===== src/rtl/core/eps_pkg.sv =====
//------------------------------------------------------------------------------
// eps_pkg
// Shared types, constants and helpers of the edge preserving smoother.
//------------------------------------------------------------------------------
package eps_pkg;

   localparam int DEFAULT_MAX_WIDTH = 1024;
   localparam int WIDTH_BITS        = 11;
   localparam int HEIGHT_BITS       = 16;
   localparam int CSR_DATA_BITS     = 16;
   localparam int CSR_INDEX_BITS    = 1;
   localparam logic [HEIGHT_BITS-1:0] HEIGHT_CAP = 16'd65533;

   localparam logic [CSR_INDEX_BITS-1:0] CSR_IMAGE_WIDTH  = 1'b0;
   localparam logic [CSR_INDEX_BITS-1:0] CSR_IMAGE_HEIGHT = 1'b1;

   localparam int NUM_REGIONS = 9;
   localparam int SUM_BITS    = 12;  // 9 * 255
   localparam int SQ_BITS     = 20;  // 9 * 255^2
   localparam int VAR_BITS    = 24;  // n*Q - S^2 stays below 2^24

   typedef struct packed {
      logic [7:0] pixel_in;
      logic       frame_start;
   } req_word_type;

   typedef struct packed {
      logic [7:0] pixel_out;
      logic       frame_last;
   } rsp_word_type;

   // classified job handed from front to back
   typedef struct packed {
      logic [4:0][4:0][7:0] win;
      logic                 border;
      logic                 frame_last;
   } job_type;

   // region membership: bit (y*5+x) set when window cell belongs to region k
   function automatic logic [24:0] region_mask(input int k);
      logic [24:0] m;
      m = '0;
      case (k)
         0: m = 25'h0000000 | (25'b1 << 12) | (25'b111 << 1) | (25'b111 << 6);
         1: m = (25'b1 << 12) | (25'b11 << 3) | (25'b11 << 8) | (25'b1 << 13)
              | (25'b1 << 7);
         2: m = (25'b1 << 12) | (25'b11 << 8) | (25'b11 << 13) | (25'b11 << 18);
         3: m = (25'b1 << 12) | (25'b1 << 13) | (25'b111 << 17) | (25'b11 << 23);
         4: m = (25'b1 << 12) | (25'b111 << 16) | (25'b111 << 21);
         5: m = (25'b1 << 12) | (25'b1 << 11) | (25'b111 << 15) | (25'b11 << 20);
         6: m = (25'b1 << 12) | (25'b11 << 5) | (25'b11 << 10) | (25'b11 << 15);
         7: m = (25'b1 << 12) | (25'b11 << 0) | (25'b11 << 5) | (25'b1 << 11)
              | (25'b1 << 7);
         default: m = (25'b111 << 6) | (25'b111 << 11) | (25'b111 << 16);
      endcase
      return m;
   endfunction

endpackage


===== src/rtl/core/eps_queue.sv =====
//------------------------------------------------------------------------------
// eps_queue
// Two-entry job queue between the front and the back.
//------------------------------------------------------------------------------
module eps_queue (
   input  logic             clock,
   input  logic             reset,
   input  logic             in_valid,
   output logic             in_ready,
   input  eps_pkg::job_type in_job,
   output logic             out_valid,
   input  logic             out_ready,
   output eps_pkg::job_type out_job
);
   import eps_pkg::*;

   job_type    slot_ff [2];
   logic       wp_ff, rp_ff;
   logic [1:0] cnt_ff;
   logic       push, pop;

   assign in_ready  = cnt_ff != 2'd2;
   assign out_valid = cnt_ff != 2'd0;
   assign out_job   = slot_ff[rp_ff];
   assign push = in_valid && in_ready;
   assign pop  = out_valid && out_ready;

   always_ff @(posedge clock) begin
      if (reset) begin
         wp_ff  <= 1'b0;
         rp_ff  <= 1'b0;
         cnt_ff <= '0;
      end else begin
         if (push) wp_ff <= !wp_ff;
         if (pop)  rp_ff <= !rp_ff;
         cnt_ff <= cnt_ff + {1'b0, push} - {1'b0, pop};
      end
   end

   always_ff @(posedge clock) begin
      if (push) slot_ff[wp_ff] <= in_job;
   end

`ifndef ASSERT_OFF
   a_cnt: assert property (@(posedge clock) disable iff (reset) cnt_ff <= 2'd2)
      else $error("queue count overflow");
   a_ptr: assert property (@(posedge clock) disable iff (reset)
      (cnt_ff == 2'd1) |-> (wp_ff != rp_ff))
      else $error("queue pointers inconsistent");
   a_push: assert property (@(posedge clock) disable iff (reset)
      push && !pop |=> cnt_ff == $past(cnt_ff) + 2'd1)
      else $error("queue count missed push");
`endif

endmodule


===== config.mk =====
export PLATFORM = sky130hd
export DESIGN_NAME = eps_queue
export DESIGN_NICKNAME = d
export VERILOG_FILES = /design/src/rtl/core/eps_pkg.sv /design/src/rtl/core/eps_queue.sv
export SDC_FILE = /design/constraint.sdc
export NUM_CORES = 1
export LEC_CHECK = 0
export BUFFER_PORTS_ARGS = -buffer_cell sky130_fd_sc_hd__buf_2
export CORE_ASPECT_RATIO = 1.2
export CORE_MARGIN = 2
export CORE_UTILIZATION = 47
export DETAILED_ROUTE_END_ITERATION = 10
export GPL_TIMING_DRIVEN = 1
export PLACE_DENSITY = 0.86
export SYNTH_ARGS = -nofsm -noshare
export SYNTH_HDL_FRONTEND = slang
export SYNTH_SLANG_ARGS = --single-unit

===== constraint.sdc =====
create_clock -name clock -period 6.4 [get_ports clock]
set_clock_uncertainty 0.15 [all_clocks]
set_input_delay 0.64 -clock clock [delete_from_list [all_inputs] [get_ports clock]]
set_output_delay 0.64 -clock clock [all_outputs]
set_load 0.005 [all_outputs]

==> impl_results.md <==
- Sum Neg Setup Slack: 0 ns
- Synth Flop Type: sky130_fd_sc_hd__edfxtp_1
- Most used standard cells in the synthesized netlist: 404 x sky130_fd_sc_hd__edfxtp_1, 202 x sky130_fd_sc_hd__mux2_2, 18 x sky130_fd_sc_hd__buf_6
- Portion of the post-synthesis area used by sequential elements: roughly 80%
- Clock tree buffer depth: 3
- Number of distinct library cells after synthesis: 25
- Router iterations before antenna repair: 5
- Crit share post-route: between 50% and 60%
- Final critical delay including setup and external delays: 3.38 ns
- Startpoint type of the worst setup path: register
- Share of final-layout standard cells stronger than drive strength 1: roughly 61%
- Aggregate global-route resource usage: around 17%
- # Post-CTS Setup Buffers: 0
- Met2 track demand over resource in global routing: a little under a third
- Worst-path maximum fanout: 57
- Hold buffer count at CTS: 0
- Min Hold Slack: 0.160 ns
- Normalized max-slew margin: a little over a quarter
- Status: finished clean
- Max-slew violation total from the final report: 0
- Root buffer selected by CTS: sky130_fd_sc_hd__clkbuf_16
- YS warnings: 0
- F_max: approximately 300 MHz
- Synth Cell Area: around 0.015 mm^2
- Global Route met1 Usage: around a fifth
- Die Footprint: approximately 0.033 mm^2
- Path type of the worst setup path: reg2out
- DRC viols: 0
- CTS HTree Levels: 2
- Leading post-synthesis cells by cell area: sky130_fd_sc_hd__edfxtp_1 81%, sky130_fd_sc_hd__mux2_2 15%, sky130_fd_sc_hd__buf_6 1.4%, sky130_fd_sc_hd__dfxtp_1 0.67%, sky130_fd_sc_hd__buf_4 0.10%
- FF+latch count, synth: 409
- Kind of end point of the critical path: primary output
- Synth-to-Final Area Change: 24.9%
- Initial Utilization: between 40% and 50%
- Sum of net half-perimeters after detailed placement: a little over 20000 um
- GR Overflow Total: 0
- Via count: a little under 8000
- Share of total power in the clock network: around a third
- Clock sinks: slightly above 400
- Part of the total power dissipated in combinational logic: between 10% and 20%
- Final Routed Wirelength: between 30000 and 40000 um
- Via count of the first global-routing pass: about 8000
- EDFF count, synth: about 400
- Peak supply drop: 0.317 mV
- GR met3 Demand/Resource: between 4 and 5%
- Cell-internal power: about 5.2 mW
- Die Height: about 200 um
- Core region area: 0.0313 mm^2
- Portion of total power attributed to sequential cells: roughly half
- DR WL/cell: approximately 20 um
- Worst Max-Slew Pin Slew: 1.09 ns
- Arrival time of data at the critical path endpoint: roughly 2.6 ns
- Final Hold Vio Count: 0
- Top-area cell type share of the netlist area: between 80% and 90%
- Post-layout nets: approximately 1300
- Most repeated cell in the gate-level netlist after synthesis: sky130_fd_sc_hd__edfxtp_1
- Die Span X: between 150 and 200 um
- P_leak: 6.90 nW
- Worst skew pair latency: between 0.5 and 0.6 ns
- Crit path required time: between 5 and 6 ns
- Initial antenna violation count: 6
- Number of I/O port buffers: 409
- Most Crowded Layer GR: met2
- Pin count of the biggest net entering global routing: 119
- # setup viols final: 0
- Cell type with the highest aggregate area in the netlist: sky130_fd_sc_hd__edfxtp_1
- Number of gates resized after cts: 0
- PD cells: about 370 mW/mm^2
- Switching power of the nets: between 1.5 and 2 mW
- Clock-pin slew of the registers on the worst-case setup and hold paths: approximately 0.06 ns
- Ports placed on the boundary: 410
- Global placer's final weighted congestion: approximately 0.82
- Global-route wire length before repair: approximately 44000 um
- Fraction of registers with async set/reset: 0%
- Max-cap viol count: 0
- Switching fraction of total power: between 20% and 30%
- Initial drt markers: between 600 and 700
- Clock tree from TritonCTS: yes
- Unrepaired setup endpoints after global routing: false
- Synthesized instance count: approximately 660
- Nets in the synthesized netlist: 864
- Via-per-instance ratio: 5.09
- TritonCTS buffer count: 39
- Register-to-Register Setup Slack: around 3.6 ns
- Count of standard-cell rows: just over 70
- Hold Path Class: in2reg
- Synthesized area per cell: approximately 23 um^2
- Number of antenna-violating nets in the routed design: 0
worst paths after layout:
| path | startpoint | end | depth (start not counted) |
|---|---|---|---|
| max reg2reg | cnt_ff[0] | slot_ff[0][150] | 4 |
| min | in_job[50] | slot_ff[0][50] | 1 |
| min reg2reg | rp_ff | rp_ff | 2 |
| max | register | out_job[78] | 3 |
through the flow:
stage                     instances  utilization [%]  power (mW)  instance area (um^2)  worst slack (ns)
after detailed placement       1451             55.3        4.60                 17300              3.33
after CTS                      1518             59.4        6.89                 18600              3.00
after floorplan                 657                -        4.14                 14900             0.357
after global placement         1451             55.3        4.55                 17300              3.40
final                          1524             59.5        6.83                 18600              3.02
after global routing           1524             59.5        7.08                 18600              2.90
power groups by stage:
stage          Sequential [mW]  Combinational, mW  Clock (mW)
4_1_cts                   3.36               1.20        2.34
3_5_place_dp              3.41               1.19           0
5_1_grt                   3.38               1.27        2.43
3_3_place_gp              3.39               1.16           0
2_1_floorplan             3.40              0.744           0
6_report                  3.35               1.18        2.29
routing by layer:
| layer | vias up | share of wire (%) |
|---|---|---|
| li1 | 3496 | - |
| met1 | 3864 | 36 |
| met2 | 327 | 54 |
| met3 | 75 | 6.5 |
| met4 | 0 | 3.9 |
| met5 | - | 0 |
worst max-delay path: stages (launching register included):
cell and delay [ns]:
sky130_fd_sc_hd__dfxtp_4 0.75, sky130_fd_sc_hd__buf_4 0.68, sky130_fd_sc_hd__mux2_2 0.43, sky130_fd_sc_hd__buf_2 0.13
cells by family after synthesis:
kind of cell | synth area share (%)
buf+inv | 1.55
compound gates | 0.294
flops | 82.1
mux | 15.3
xor+xnor | 0.0588
fa+ha+maj | 0.0840
simple gates | 0.588
sequential cells by signal, indices dropped and copies added, names as in the netlist, named ones only:
register,count
wp_ff,1
cnt_ff,2
slot_ff,404
rp_ff,1
cell usage in the layout (no fill, tap or decap), drive strengths merged, types with 2 or more instances in the layout:
| cell type | count |
|---|---|
| clkbuf | 50 |
| edfxtp | 404 |
| mux2 | 202 |
| diode | 6 |
| nor2 | 4 |
| bufinv | 4 |
| dfxtp | 5 |
| and3 | 2 |
| clkinvlp | 2 |
| clkinv | 11 |
| o21ai | 2 |
| buf | 415 |
final cells by class:
class | count | area, um^2
multi-input cells | 225 | 2430
well taps | 401 | 502
diodes | 6 | 15.0
clock buffers | 50 | 1100
flip-flops and latches | 409 | 12200
repair buffers | 415 | 2120
inverters | 1 | 11.3
clock inverters | 17 | 184
fillers | 2312 | 12700
Note: power is estimated with default switching activity, not from simulation.
